**config.mk**
```make
export PLATFORM = sky130hd
export DESIGN_NAME = hmm_scaled_forward_step_unit
export DESIGN_NICKNAME = d
export VERILOG_FILES = /design/src/rtl/hsf_pkg.sv /design/src/rtl/hsf_divider.sv /design/src/rtl/hsf_datapath.sv /design/src/rtl/hsf_ctrl.sv /design/src/rtl/hmm_scaled_forward_step_unit.sv
export VERILOG_INCLUDE_DIRS = /design/src /design/src/rtl
export SDC_FILE = /design/constraint.sdc
export NUM_CORES = 2
export LEC_CHECK = 0
export ABC_AREA = 0
export BUFFER_PORTS_ARGS = -buffer_cell sky130_fd_sc_hd__buf_2
export CORE_MARGIN = 8
export CORE_UTILIZATION = 61
export CTS_BUF_LIST = sky130_fd_sc_hd__clkbuf_8
export DETAILED_ROUTE_END_ITERATION = 6
export PLACE_DENSITY = 0.8
export SYNTH_ARGS = -nofsm -noshare
export SYNTH_HDL_FRONTEND = slang
export SYNTH_HIERARCHICAL = 1
export SYNTH_SLANG_ARGS = --single-unit
```
**constraint.sdc**
```tcl
create_clock -name clk -period 12.8 [get_ports clk]
set_input_delay 2.56 -clock clk [delete_from_list [all_inputs] [get_ports clk]]
set_output_delay 2.56 -clock clk [all_outputs]
set_load 0.1 [all_outputs]
```
**src/rtl/hmm_scaled_forward_step_unit_macros.svh**
```systemverilog
// Assertion macros used by hsf_ctrl.
`ifndef HMM_SCALED_FORWARD_STEP_UNIT_MACROS_SVH
`define HMM_SCALED_FORWARD_STEP_UNIT_MACROS_SVH

// Implication checked every cycle outside reset.
`define HSF_ASSERT_IMPL(label, clk, rst_n, ante, cons, msg) \
    label: assert property (@(posedge clk) disable iff (!rst_n) (ante) |-> (cons)) \
        else $error(msg);

// Next-cycle implication checked outside reset.
`define HSF_ASSERT_NEXT(label, clk, rst_n, ante, cons, msg) \
    label: assert property (@(posedge clk) disable iff (!rst_n) (ante) |=> (cons)) \
        else $error(msg);

`endif

```
**src/rtl/hsf_pkg.sv**
```systemverilog
package hsf_pkg;

    localparam int STATES_DEF    = 8;
    localparam int SYMBOLS_DEF   = 16;
    localparam int PROB_BITS_DEF = 16;

    typedef enum logic [1:0] {
        REQ_LOAD_TRANS = 2'd0,
        REQ_LOAD_EMIT  = 2'd1,
        REQ_LOAD_INIT  = 2'd2,
        REQ_OBSERVE    = 2'd3
    } req_type_t;

    typedef enum logic [3:0] {
        ST_IDLE,
        ST_LOAD,
        ST_ACC_RD,
        ST_ACC_MAC,
        ST_EMIT_RD,
        ST_EMIT_MUL,
        ST_DIV_START,
        ST_DIV_WAIT,
        ST_OUT
    } hsf_state_t;

    // controller -> datapath
    typedef struct packed {
        logic capture;
        logic load;
        logic clr_scale;
        logic clr_acc;
        logic acc_rd;
        logic acc_mac;
        logic emit_rd;
        logic emit_mul;
        logic div_start;
        logic out_load;
        logic out_last;
    } hsf_cmd_t;

    // datapath -> controller
    typedef struct packed {
        logic is_observe;
        logic first;
        logic div_done;
    } hsf_status_t;

endpackage

```
**src/rtl/hsf_divider.sv**
```systemverilog
// Restoring divider, one quotient bit per cycle.
module hsf_divider
    import hsf_pkg::*;
#(
    parameter int PROB_BITS = PROB_BITS_DEF
)
(
    input  logic                   clk,
    input  logic                   rst_n,
    input  logic                   start,
    input  logic [PROB_BITS-1:0]   num,
    input  logic [PROB_BITS-1:0]   den,
    output logic                   done,
    output logic [2*PROB_BITS-2:0] quot
);

    localparam int QW = 2 * PROB_BITS - 1;
    localparam int CW = $clog2(QW + 1);

    logic [QW-1:0]      q_reg;
    logic [PROB_BITS:0] rem_reg;
    logic [PROB_BITS-1:0] den_reg;
    logic [CW-1:0]      cnt_reg;
    logic               busy_reg;
    logic               done_reg;
    logic [PROB_BITS+1:0] shifted;
    logic [PROB_BITS+1:0] diff;

    always_comb
    begin
        shifted = {rem_reg, q_reg[QW-1]};
        diff    = shifted - {2'b00, den_reg};
    end

    always_ff @(posedge clk or negedge rst_n)
    begin
        if (!rst_n)
        begin
            busy_reg <= 1'b0;
            done_reg <= 1'b0;
            cnt_reg  <= '0;
        end
        else
        begin
            done_reg <= 1'b0;
            if (start)
            begin
                busy_reg <= 1'b1;
                cnt_reg  <= CW'(QW);
            end
            else if (busy_reg)
            begin
                cnt_reg <= cnt_reg - 1'b1;
                if (cnt_reg == CW'(1))
                begin
                    busy_reg <= 1'b0;
                    done_reg <= 1'b1;
                end
            end
        end
    end

    always_ff @(posedge clk)
    begin
        if (start)
        begin
            q_reg   <= {num, {(PROB_BITS-1){1'b0}}};
            rem_reg <= '0;
            den_reg <= den;
        end
        else if (busy_reg)
        begin
            if (!diff[PROB_BITS+1])
            begin
                rem_reg <= diff[PROB_BITS:0];
                q_reg   <= {q_reg[QW-2:0], 1'b1};
            end
            else
            begin
                rem_reg <= shifted[PROB_BITS:0];
                q_reg   <= {q_reg[QW-2:0], 1'b0};
            end
        end
    end

    assign done = done_reg;
    assign quot = q_reg;

endmodule

```
**src/rtl/hsf_datapath.sv**
```systemverilog
// Tables, shared MAC, emission multiply, scale sum, divider and output register.
module hsf_datapath
    import hsf_pkg::*;
#(
    parameter int STATES    = STATES_DEF,
    parameter int SYMBOLS   = SYMBOLS_DEF,
    parameter int PROB_BITS = PROB_BITS_DEF
)
(
    input  logic                       clk,
    input  logic                       rst_n,
    input  hsf_cmd_t                   cmd,
    input  logic [$clog2(STATES)-1:0]  idx_i,
    input  logic [$clog2(STATES)-1:0]  idx_j,
    output hsf_status_t                status,
    input  logic [1:0]                 req_type,
    input  logic [2:0]                 row,
    input  logic [3:0]                 col,
    input  logic [PROB_BITS-1:0]       prob,
    input  logic [3:0]                 symbol,
    input  logic                       first,
    output logic [2:0]                 state_index,
    output logic [PROB_BITS-1:0]       alpha,
    output logic [PROB_BITS-1:0]       scale,
    output logic                       zero_scale,
    output logic                       last
);

    localparam int SW = $clog2(STATES);
    localparam int YW = $clog2(SYMBOLS);
    localparam int TW = $clog2(STATES*STATES);
    localparam int EW = $clog2(STATES*SYMBOLS);
    localparam int PW = PROB_BITS;
    localparam int FB = PROB_BITS - 1;
    localparam logic [PW-1:0] ONE = PW'(1) << FB;

    logic [PW-1:0] trans_mem [STATES*STATES];
    logic [PW-1:0] emit_mem  [STATES*SYMBOLS];
    logic [PW-1:0] init_mem  [STATES];
    logic [PW-1:0] raw_mem   [STATES];
    logic [PW-1:0] alpha_reg [STATES];
    logic [STATES-1:0] alpha_vld_reg;

    logic [1:0]    req_reg;
    logic [2:0]    row_reg;
    logic [3:0]    col_reg;
    logic [PW-1:0] prob_reg;
    logic [3:0]    sym_reg;
    logic          first_reg;

    logic [PW-1:0] trans_rd_reg;
    logic [PW-1:0] alpha_rd_reg;
    logic [PW-1:0] emit_rd_reg;
    logic [PW-1:0] init_rd_reg;
    logic [PW-1:0] raw_rd_reg;
    logic [PW-1:0] acc_reg;
    logic [PW-1:0] scale_reg;
    logic          div_go_reg;

    logic [TW-1:0] trans_wr_idx;
    logic [TW-1:0] trans_rd_idx;
    logic [EW-1:0] emit_wr_idx;
    logic [EW-1:0] emit_rd_idx;

    logic [2*PW-1:0] prod;
    logic [PW:0]     acc_sum;
    logic [PW-1:0]   acc_src;
    logic [2*PW-1:0] eprod;
    logic [PW-1:0]   raw_val;
    logic [PW:0]     scale_sum;
    logic [PW-1:0]   prob_cl;
    logic            sym_ok;
    logic            div_done;
    logic [2*PW-2:0] quot;
    logic [PW-1:0]   alpha_q;

    logic [2:0]    out_idx_reg;
    logic [PW-1:0] out_alpha_reg;
    logic [PW-1:0] out_scale_reg;
    logic          out_zero_reg;
    logic          out_last_reg;

    always_ff @(posedge clk)
    begin
        if (cmd.capture)
        begin
            req_reg   <= req_type;
            row_reg   <= row;
            col_reg   <= col;
            prob_reg  <= prob;
            sym_reg   <= symbol;
            first_reg <= first;
        end
    end

    assign prob_cl = (prob_reg > ONE) ? ONE : prob_reg;
    assign sym_ok  = 32'(sym_reg) < SYMBOLS;

    assign trans_wr_idx = TW'(32'(row_reg) * STATES + 32'(col_reg));
    assign trans_rd_idx = TW'(32'(idx_i) * STATES + 32'(idx_j));
    assign emit_wr_idx  = EW'(32'(row_reg) * SYMBOLS + 32'(col_reg));
    assign emit_rd_idx  = EW'(32'(idx_j) * SYMBOLS + 32'(sym_reg));

    // table writes
    always_ff @(posedge clk)
    begin
        if (cmd.load)
        begin
            case (req_reg)
                REQ_LOAD_TRANS:
                    if (32'(row_reg) < STATES && 32'(col_reg) < STATES)
                        trans_mem[trans_wr_idx] <= prob_cl;
                REQ_LOAD_EMIT:
                    if (32'(row_reg) < STATES && 32'(col_reg) < SYMBOLS)
                        emit_mem[emit_wr_idx] <= prob_cl;
                REQ_LOAD_INIT:
                    if (32'(row_reg) < STATES)
                        init_mem[SW'(row_reg)] <= prob_cl;
                default: ;
            endcase
        end
    end

    // registered table reads and raw element writes
    always_ff @(posedge clk)
    begin
        if (cmd.acc_rd)
        begin
            trans_rd_reg <= trans_mem[trans_rd_idx];
            alpha_rd_reg <= alpha_vld_reg[idx_i] ? alpha_reg[idx_i] : '0;
        end
        if (cmd.emit_rd)
        begin
            emit_rd_reg <= emit_mem[emit_rd_idx];
            init_rd_reg <= init_mem[idx_j];
        end
        if (cmd.div_start)
            raw_rd_reg <= raw_mem[idx_j];
        if (cmd.emit_mul)
            raw_mem[idx_j] <= raw_val;
    end

    assign prod    = alpha_rd_reg * trans_rd_reg;
    assign acc_sum = {1'b0, acc_reg} + {1'b0, prod[FB +: PW]};
    assign acc_src = first_reg ? init_rd_reg : acc_reg;
    assign eprod   = acc_src * (sym_ok ? emit_rd_reg : PW'(0));
    assign raw_val = eprod[FB +: PW];
    assign scale_sum = {1'b0, scale_reg} + {1'b0, raw_val};

    always_ff @(posedge clk)
    begin
        if (cmd.clr_acc)
            acc_reg <= '0;
        else if (cmd.acc_mac)
            acc_reg <= (acc_sum > {1'b0, ONE}) ? ONE : acc_sum[PW-1:0];
        if (cmd.clr_scale)
            scale_reg <= '0;
        else if (cmd.emit_mul)
            scale_reg <= (scale_sum > {1'b0, ONE}) ? ONE : scale_sum[PW-1:0];
    end

    // divider starts the cycle after the raw element is read out
    always_ff @(posedge clk or negedge rst_n)
    begin
        if (!rst_n)
            div_go_reg <= 1'b0;
        else
            div_go_reg <= cmd.div_start;
    end

    hsf_divider #(.PROB_BITS(PROB_BITS)) u_div (
        .clk   (clk),
        .rst_n (rst_n),
        .start (div_go_reg),
        .num   (raw_rd_reg),
        .den   (scale_reg),
        .done  (div_done),
        .quot  (quot)
    );

    assign alpha_q = (scale_reg == '0) ? '0 :
                     ((quot > (2*PW-1)'(ONE)) ? ONE : quot[PW-1:0]);

    always_ff @(posedge clk or negedge rst_n)
    begin
        if (!rst_n)
            alpha_vld_reg <= '0;
        else if (cmd.out_load)
            alpha_vld_reg[idx_j] <= 1'b1;
    end

    always_ff @(posedge clk)
    begin
        if (cmd.out_load)
        begin
            alpha_reg[idx_j] <= alpha_q;
            out_idx_reg      <= 3'(idx_j);
            out_alpha_reg    <= alpha_q;
            out_scale_reg    <= scale_reg;
            out_zero_reg     <= (scale_reg == '0);
            out_last_reg     <= cmd.out_last;
        end
    end

    assign status.is_observe = (req_reg == REQ_OBSERVE);
    assign status.first      = first_reg;
    assign status.div_done   = div_done;

    assign state_index = out_idx_reg;
    assign alpha       = out_alpha_reg;
    assign scale       = out_scale_reg;
    assign zero_scale  = out_zero_reg;
    assign last        = out_last_reg;

endmodule

```
**src/rtl/hsf_ctrl.sv**
```systemverilog
// Sequencer for loads and the forward step.
module hsf_ctrl
    import hsf_pkg::*;
#(
    parameter int STATES = STATES_DEF
)
(
    input  logic                      clk,
    input  logic                      rst_n,
    input  logic                      in_valid,
    output logic                      in_ready,
    output logic                      out_valid,
    input  logic                      out_ready,
    input  logic                      cfg_valid,
    output logic                      cfg_ready,
    input  logic [3:0]                cfg_data,
    input  hsf_status_t               status,
    output hsf_cmd_t                  cmd,
    output logic [$clog2(STATES)-1:0] idx_i,
    output logic [$clog2(STATES)-1:0] idx_j
);

    `include "hmm_scaled_forward_step_unit_macros.svh"

    localparam int SW = $clog2(STATES);

    hsf_state_t state_reg, state_next;
    logic [SW-1:0] i_reg, i_next, j_reg, j_next;
    logic [3:0]    act_reg;
    logic          ov_reg, ov_next;
    logic [SW-1:0] last_idx;

    // clamp active state count to 2..STATES
    always_comb
    begin
        if (act_reg < 4'd2)
            last_idx = SW'(1);
        else if (32'(act_reg) > STATES)
            last_idx = SW'(STATES - 1);
        else
            last_idx = SW'(act_reg - 4'd1);
    end

    // config only between transactions; an input offered at the same time goes first
    assign cfg_ready = (state_reg == ST_IDLE) && !in_valid;

    always_ff @(posedge clk or negedge rst_n)
    begin
        if (!rst_n)
        begin
            state_reg <= ST_IDLE;
            i_reg     <= '0;
            j_reg     <= '0;
            ov_reg    <= 1'b0;
            act_reg   <= 4'd8;
        end
        else
        begin
            state_reg <= state_next;
            i_reg     <= i_next;
            j_reg     <= j_next;
            ov_reg    <= ov_next;
            if (cfg_valid && cfg_ready)
                act_reg <= cfg_data;
        end
    end

    always_comb
    begin
        state_next = state_reg;
        i_next     = i_reg;
        j_next     = j_reg;
        ov_next    = ov_reg;
        cmd        = '0;
        in_ready   = 1'b0;
        if (ov_reg && out_ready)
            ov_next = 1'b0;
        case (state_reg)
            ST_IDLE:
            begin
                in_ready = 1'b1;
                if (in_valid)
                begin
                    cmd.capture = 1'b1;
                    state_next  = ST_LOAD;
                end
            end
            ST_LOAD:
            begin
                if (status.is_observe)
                begin
                    cmd.clr_scale = 1'b1;
                    cmd.clr_acc   = 1'b1;
                    i_next = '0;
                    j_next = '0;
                    state_next = status.first ? ST_EMIT_RD : ST_ACC_RD;
                end
                else
                begin
                    cmd.load   = 1'b1;
                    state_next = ST_IDLE;
                end
            end
            ST_ACC_RD:
            begin
                cmd.acc_rd = 1'b1;
                state_next = ST_ACC_MAC;
            end
            ST_ACC_MAC:
            begin
                cmd.acc_mac = 1'b1;
                if (i_reg == last_idx)
                    state_next = ST_EMIT_RD;
                else
                begin
                    i_next     = i_reg + 1'b1;
                    state_next = ST_ACC_RD;
                end
            end
            ST_EMIT_RD:
            begin
                cmd.emit_rd = 1'b1;
                state_next  = ST_EMIT_MUL;
            end
            ST_EMIT_MUL:
            begin
                cmd.emit_mul = 1'b1;
                cmd.clr_acc  = 1'b1;
                i_next = '0;
                if (j_reg == last_idx)
                begin
                    j_next     = '0;
                    state_next = ST_DIV_START;
                end
                else
                begin
                    j_next     = j_reg + 1'b1;
                    state_next = status.first ? ST_EMIT_RD : ST_ACC_RD;
                end
            end
            ST_DIV_START:
            begin
                cmd.div_start = 1'b1;
                state_next    = ST_DIV_WAIT;
            end
            ST_DIV_WAIT:
            begin
                if (status.div_done)
                    state_next = ST_OUT;
            end
            ST_OUT:
            begin
                // wait until the output register is free
                if (!ov_reg || out_ready)
                begin
                    cmd.out_load = 1'b1;
                    cmd.out_last = (j_reg == last_idx);
                    ov_next      = 1'b1;
                    if (j_reg == last_idx)
                        state_next = ST_IDLE;
                    else
                    begin
                        j_next     = j_reg + 1'b1;
                        state_next = ST_DIV_START;
                    end
                end
            end
            default:
                state_next = ST_IDLE;
        endcase
    end

    assign out_valid = ov_reg;
    assign idx_i     = i_reg;
    assign idx_j     = j_reg;

    `HSF_ASSERT_IMPL(a_accept_idle, clk, rst_n, in_ready, state_reg == ST_IDLE,
        "input accepted outside idle")
    `HSF_ASSERT_IMPL(a_no_overwrite, clk, rst_n, cmd.out_load && ov_reg, out_ready,
        "output register overwritten")
    `HSF_ASSERT_NEXT(a_out_valid, clk, rst_n, cmd.out_load, out_valid,
        "result not presented")

endmodule

```
**src/rtl/hmm_scaled_forward_step_unit.sv**
```systemverilog
// Scaled forward step of a discrete HMM in unsigned Q1.15. Load transactions
// (transition, emission, initial) capture the request and write one table
// entry. An observe transaction with N active states runs N*N MAC steps on the
// shared MAC (none for a first symbol, which starts from the initial table)
// and N emission multiplies, then N normalizations on a bit-serial divider
// with a 2*PROB_BITS-1 bit quotient. One result per active state comes out in
// state order through a single output register; active_states is written on
// the cfg channel while idle.
module hmm_scaled_forward_step_unit
    import hsf_pkg::*;
#(
    parameter int STATES    = STATES_DEF,
    parameter int SYMBOLS   = SYMBOLS_DEF,
    parameter int PROB_BITS = PROB_BITS_DEF
)
(
    input  logic                 clk,
    input  logic                 rst_n,
    input  logic                 in_valid,
    output logic                 in_ready,
    input  logic [1:0]           req_type,
    input  logic [2:0]           row,
    input  logic [3:0]           col,
    input  logic [PROB_BITS-1:0] prob,
    input  logic [3:0]           symbol,
    input  logic                 first,
    output logic                 out_valid,
    input  logic                 out_ready,
    output logic [2:0]           state_index,
    output logic [PROB_BITS-1:0] alpha,
    output logic [PROB_BITS-1:0] scale,
    output logic                 zero_scale,
    output logic                 last,
    input  logic                 cfg_valid,
    output logic                 cfg_ready,
    input  logic [3:0]           cfg_data
);

    hsf_cmd_t    cmd;
    hsf_status_t status;
    logic [$clog2(STATES)-1:0] idx_i, idx_j;

    hsf_ctrl #(.STATES(STATES)) u_ctrl (
        .clk       (clk),
        .rst_n     (rst_n),
        .in_valid  (in_valid),
        .in_ready  (in_ready),
        .out_valid (out_valid),
        .out_ready (out_ready),
        .cfg_valid (cfg_valid),
        .cfg_ready (cfg_ready),
        .cfg_data  (cfg_data),
        .status    (status),
        .cmd       (cmd),
        .idx_i     (idx_i),
        .idx_j     (idx_j)
    );

    hsf_datapath #(
        .STATES    (STATES),
        .SYMBOLS   (SYMBOLS),
        .PROB_BITS (PROB_BITS)
    ) u_dp (
        .clk         (clk),
        .rst_n       (rst_n),
        .cmd         (cmd),
        .idx_i       (idx_i),
        .idx_j       (idx_j),
        .status      (status),
        .req_type    (req_type),
        .row         (row),
        .col         (col),
        .prob        (prob),
        .symbol      (symbol),
        .first       (first),
        .state_index (state_index),
        .alpha       (alpha),
        .scale       (scale),
        .zero_scale  (zero_scale),
        .last        (last)
    );

endmodule
```
Word level (Yosys, flattened, before mapping)
Memories as Yosys holds them, arrays and structs flattened. A register that Yosys moved wholly into a read port is not among the register bits.
Cells that the tools add are included.
- RAM bits: 3456
- word-level logic and storage cells: 165
- memories: 5
- output and inout bits: 40
- register bits: 194
- $lt $le $gt $ge: 10
- equality and inequality tests: 20
- bitwise gates (word level): 1
- $add $sub $neg: 11
- muxes and demuxes: 71
- multiply operators: 2
- reduce and logical (&&, ||, !) cells: 18
- memory list (name ; depth ; bits a word ; read ports ; clocked after memory_dff ; write ports ; line ; RTL):
    u_dp.emit_mem ; 128 ; 16 ; 1 ; 1 ; 1 ; hsf_datapath.sv:38 ; logic [PW-1:0] emit_mem [STATES*SYMBOLS];
    u_dp.trans_mem ; 64 ; 16 ; 1 ; 1 ; 1 ; hsf_datapath.sv:37 ; logic [PW-1:0] trans_mem [STATES*STATES];
    u_dp.alpha_reg ; 8 ; 16 ; 1 ; 1 ; 1 ; hsf_datapath.sv:41 ; logic [PW-1:0] alpha_reg [STATES];
    u_dp.init_mem ; 8 ; 16 ; 1 ; 1 ; 1 ; hsf_datapath.sv:39 ; logic [PW-1:0] init_mem [STATES];
    u_dp.raw_mem ; 8 ; 16 ; 1 ; 1 ; 1 ; hsf_datapath.sv:40 ; logic [PW-1:0] raw_mem [STATES];
- operators with widths (kind ; count):
    $mux 16 ; 6
    $mul 16x16->31 ; 2
    $mux 31 ; 2
    $pmux 4 s9 ; 1
    $mux 1 ; 35
    $add 16x16->17 ; 2
    $gt 17x16->1 const B ; 2
    $gt 31x16->1 const B ; 1
    $mux 3 ; 10
    $mux 4 ; 5
    $pmux 3 s3 ; 2
    $sub 18x16->18 ; 1
    $mux 17 ; 1
    $eq 4x3->1 const B ; 4
    $gt 16x16->1 const B ; 1
    $logic_not 16->1 ; 1
    $add 7x4->7 ; 2
    $mux 5 ; 2
    $eq 4x2->1 const B ; 2
    $lt 3x4->1 const B ; 2
    $mux 2 ; 4
    $ne 2x2->1 const B ; 4
    $or 8x8->8 ; 1
    $add 3x1->3 const B ; 2
    28 further kinds ; 38

Longest topological paths before layout
- depth in word-level cells: 8
- mapped depth: 35
- gate-level depth less buffers: 31

Modules after synthesis
The synthesis kept the hierarchy.
- modules (own cells, without submodules) (module ; times used ; cells an instance ; area each (um^2)):
    hsf_datapath ; 1 ; 8401 ; 154331.8
    hsf_divider ; 1 ; 341 ; 3642.2
    hsf_ctrl ; 1 ; 126 ; 1076.0

Worst setup path before layout
OpenSTA, ideal clock, no wires.
- kind: reg-to-reg
- from: register u_dp.first_reg
- to: register u_dp.scale_reg[4]
- arrival: 9031 ps
- data required time: 12741 ps
- path slack: 3711 ps
- stages on the path, launching flop included: 32
- cell sequence: edfxtp_1 > buf_6 > clkbuf_1 > mux2_2 > clkbuf_1 > and2_1 > fa_1 > inv_1 > fa_1 > fa_1 > inv_1 > fa_1 > fa_1 > fa_1 > ha_1 > and4_1 > and3_1 > a211oi_1 > a311oi_4 > a221oi_4 > o21ai_2 > and4_4 > or3_1 > ha_1 > a21oi_1 > nor4b_1 > o2111ai_1 > or4_1 > or4_1 > nor4_2 > a31o_2 > a22o_1
- longest elaborated chain between the ends: 5
- ends and longest elaborated chain (element ; line ; RTL):
    start, declared ; hsf_datapath.sv:49 ; logic first_reg;
    start signal, assigned ; hsf_datapath.sv:92 ; first_reg <= first;
    $mux 16 ; hsf_datapath.sv:145 ; assign acc_src = first_reg ? init_rd_reg : acc_reg;
    $mul 16x16->31 ; hsf_datapath.sv:146 ; assign eprod = acc_src * (sym_ok ? emit_rd_reg : PW'(0));
    via u_dp.eprod[30] ; hsf_datapath.sv:68 ; logic [2*PW-1:0] eprod;
    $add 16x16->17 ; hsf_datapath.sv:148 ; assign scale_sum = {1'b0, scale_reg} + {1'b0, raw_val};
    $gt 17x16->1 ; hsf_datapath.sv:159 ; scale_reg <= (scale_sum > {1'b0, ONE}) ? ONE : scale_sum[PW-1:0];
    $mux 16 ; hsf_datapath.sv:159 ;
    end signal, assigned ; hsf_datapath.sv:159 ;
    end, declared ; hsf_datapath.sv:57 ; logic [PW-1:0] scale_reg;
The timed path passes the listed nets, and every way through them passes these cells.
A chain may end at the register's enable or synchronous reset.

Worst setup path after layout
- from: register u_dp.first_reg
- to: register u_dp.scale_reg[3]
The elaborated chain is that of the path after synthesis.

==> results.md <==
* Status: complete, but fails checks
* Failing checks: DRC
* Tmin final at 10.06 ns
* Die Span Y at 527 um
* Non-Filler Instances at 13200
* Synth area leaders: edfxtp_1, mux4_2, fa_1, ha_1, a22oi_1
* Tightest Pin Transition at 1.36 ns
* Number of enable flip-flop cells after synthesis at 3635
* Clk root buf: clkbuf_8
* Mapped Cells at 8868
* Worst min-delay path startpoint: u_dp/alpha_vld_reg[1]
* CP Launch Point: u_dp/first_reg
* Required time worst endpoint at 13.76 ns
* Achievable frequency at 0.0994 GHz
* Die Wd at 527 um
* Drt total wl at 399 mm
* Inst Count DP at 12200
* Synth Flop Type: edfxtp_1
* Share of layout cells above drive strength 1 at 20.0%
* # DRC at 9
* GR Overflow Total at 0
* Largest register FFs at 2048
* Count of final hold-check violations at 0
* PostCTS Resize Cnt at 0
* Initial DRC count at 11800
* Routed wire per std cell at 30.2 um
* HPWL Detailed at 235 mm
* Largest net degree at the start of global routing at 201
* Clk buf depth at 4
* Initial core utilization at 61.3%
* Max-slew headroom at 8.71%
* Synthesis-to-finish area growth at 10.0%
* Top post-synthesis cells by count: edfxtp_1, mux4_2, inv_1
* Avg Synthesized Cell Area at 17.9 sq um
* Footprint of the multi-input gates at 44400 sq um
* Worst-Skew Late Latency at 1.06 ns
* First-pass GRT wire length at 584 mm
* CTS tree: done
* R2R Path Start: u_dp/first_reg
* Initial DRT Pass Iterations at 7
* Sequential-to-total area share from yosys stat at 69.9%
* Area leader, netlist: edfxtp_1
* Ys Warns at 6
* Layout filler cell count at 15900
* Synthesized netlist net count at 9547
* Vias in the first global route at 90300
* Crit path DAT at 11.01 ns
* Core area at 259000 sq um
* Area of the die at 277000 sq um
* Clock-pin slew on the worst setup and hold paths at 0.06 ns
* Hold_buf cts at 0
* Fin Clk Skew at 0.114 ns
* Max stage delay on crit path at 0.89 ns
* Area of the mapped netlist at 159000 sq um
* RSZ-0062 raised after global routing: no
* Nets at 10100
* Crit-path max FO at 21
* Placed instance area at 165000 sq um
* Routed Antenna Nets at 0
* Most used cell, CP: fa_1
* Register area at 111000 sq um
* Critical path capture point type: register
* DR vias at 87500
* Post-synthesis cell type count at 89
* Endpoints failing setup at 0
* Post-synth top area share at 68.6%
* Synth async-reset ratio at 0.831%
* Std-Cell Rows at 187
* Final period util at 78.6%
* Final core utilization at 67.4%
* CTS H-tree depth at 6
* Startpoint Class: register
* All-layer global routing usage at 28.3%
* Final setup TNS at 0 ns
* TritonCTS Buffers at 580
* CP Class: reg -> reg
* Slowest stage cell, crit path: edfxtp_1
* Max_cap viols at 0
* Placer congestion estimate at 0.863
* Port Buffers at 78
* Ports at 79
* Post-CTS setup buffers at 0
* Most frequent cell after synthesis: edfxtp_1
* Fin area at 175000 sq um
* Final Max Slew Viols at 0
* CTS sink cnt at 3730
* HP Class: reg -> reg
* Register bit total from synthesis at 3730
* Initial antenna violation count at 7
* Via density at 6.62
layout by cell type, fill, tap and decap left out, drive strengths merged, types with 84 or more instances in the layout:
cell type / count
a21oi: 198
a22o: 109
a22oi: 388
and2: 275
buf: 394
clkbuf: 591
clkinv: 169
edfxtp: 3635
fa: 387
ha: 253
inv: 715
mux2: 96
mux2i: 84
mux4: 689
nand2: 487
nand4: 104
nor2: 372
o21ai: 102
per-stage QoR:
step	setup WS (ns)	hold slack, ns
after detailed placement	2.75	0.454
after global routing	2.19	0.486
after floorplan	3.71	0.434
final	2.74	0.470
after global placement	2.92	0.445
after CTS	2.75	0.470
worst paths after layout:
| check | endpoint | slack, ns | depth (start not counted) |
|---|---|---|---|
| worst max-delay path | u_dp/scale_reg[3] | 2.74 | 30 |
| worst min-delay path | u_dp/alpha_vld_reg[1] | 0.47 | 1 |
| worst max register to register | u_dp/scale_reg[3] | 2.74 | 30 |
| worst min register to register | u_dp/alpha_vld_reg[1] | 0.47 | 1 |
| max in group asynchronous | u_ctrl/idx_j[2] | 10.42 | 1 |
| min in group asynchronous | u_dp/alpha_vld_reg[0] | 1.67 | 1 |
cells by family after synthesis:
kind of cell,share of synthesized area [%]
adder cells (fa/ha/maj),6.86
AO/OA/AOI/OAI,4.92
XOR/XNOR,0.496
flip-flops,69.9
multiplexers,11.0
AND/OR/NAND/NOR,4.51
buffers and inverters,2.31
critical path, delay by kind of cell, from the launching register on:
family          cells  cell delay, ns
compound gates     12            3.03
fa+ha+maj           8            3.68
buf+inv             4            0.20
flops               1            0.89
mux                 1            0.57
simple gates        5            1.62
area by class of cell:
class / count / share of cell area [%]
sequential: 3730 / 63.6
timing repair buffer: 394 / 1.66
antenna: 7 / 0.0100
clock inverter: 416 / 1.26
tap: 3402 / 2.43
inverter: 492 / 1.06
multi-input combinational: 4186 / 25.4
clock buffer: 591 / 4.65
metal layers:
layer  wire length, um  up-vias  track usage [%]  part of all wire, %
met2            191000     6059             45.5                   48
met4             21000        4             13.2                  5.3
met5                30        -                0               0.0075
met1            140000    44600             37.3                   35
met3             47000     1060             6.29                   12
li1                  -    35800                -                    -
Power is not shown: default switching activity piles up to over one toggle a cycle in this logic, so the estimate is an artifact.
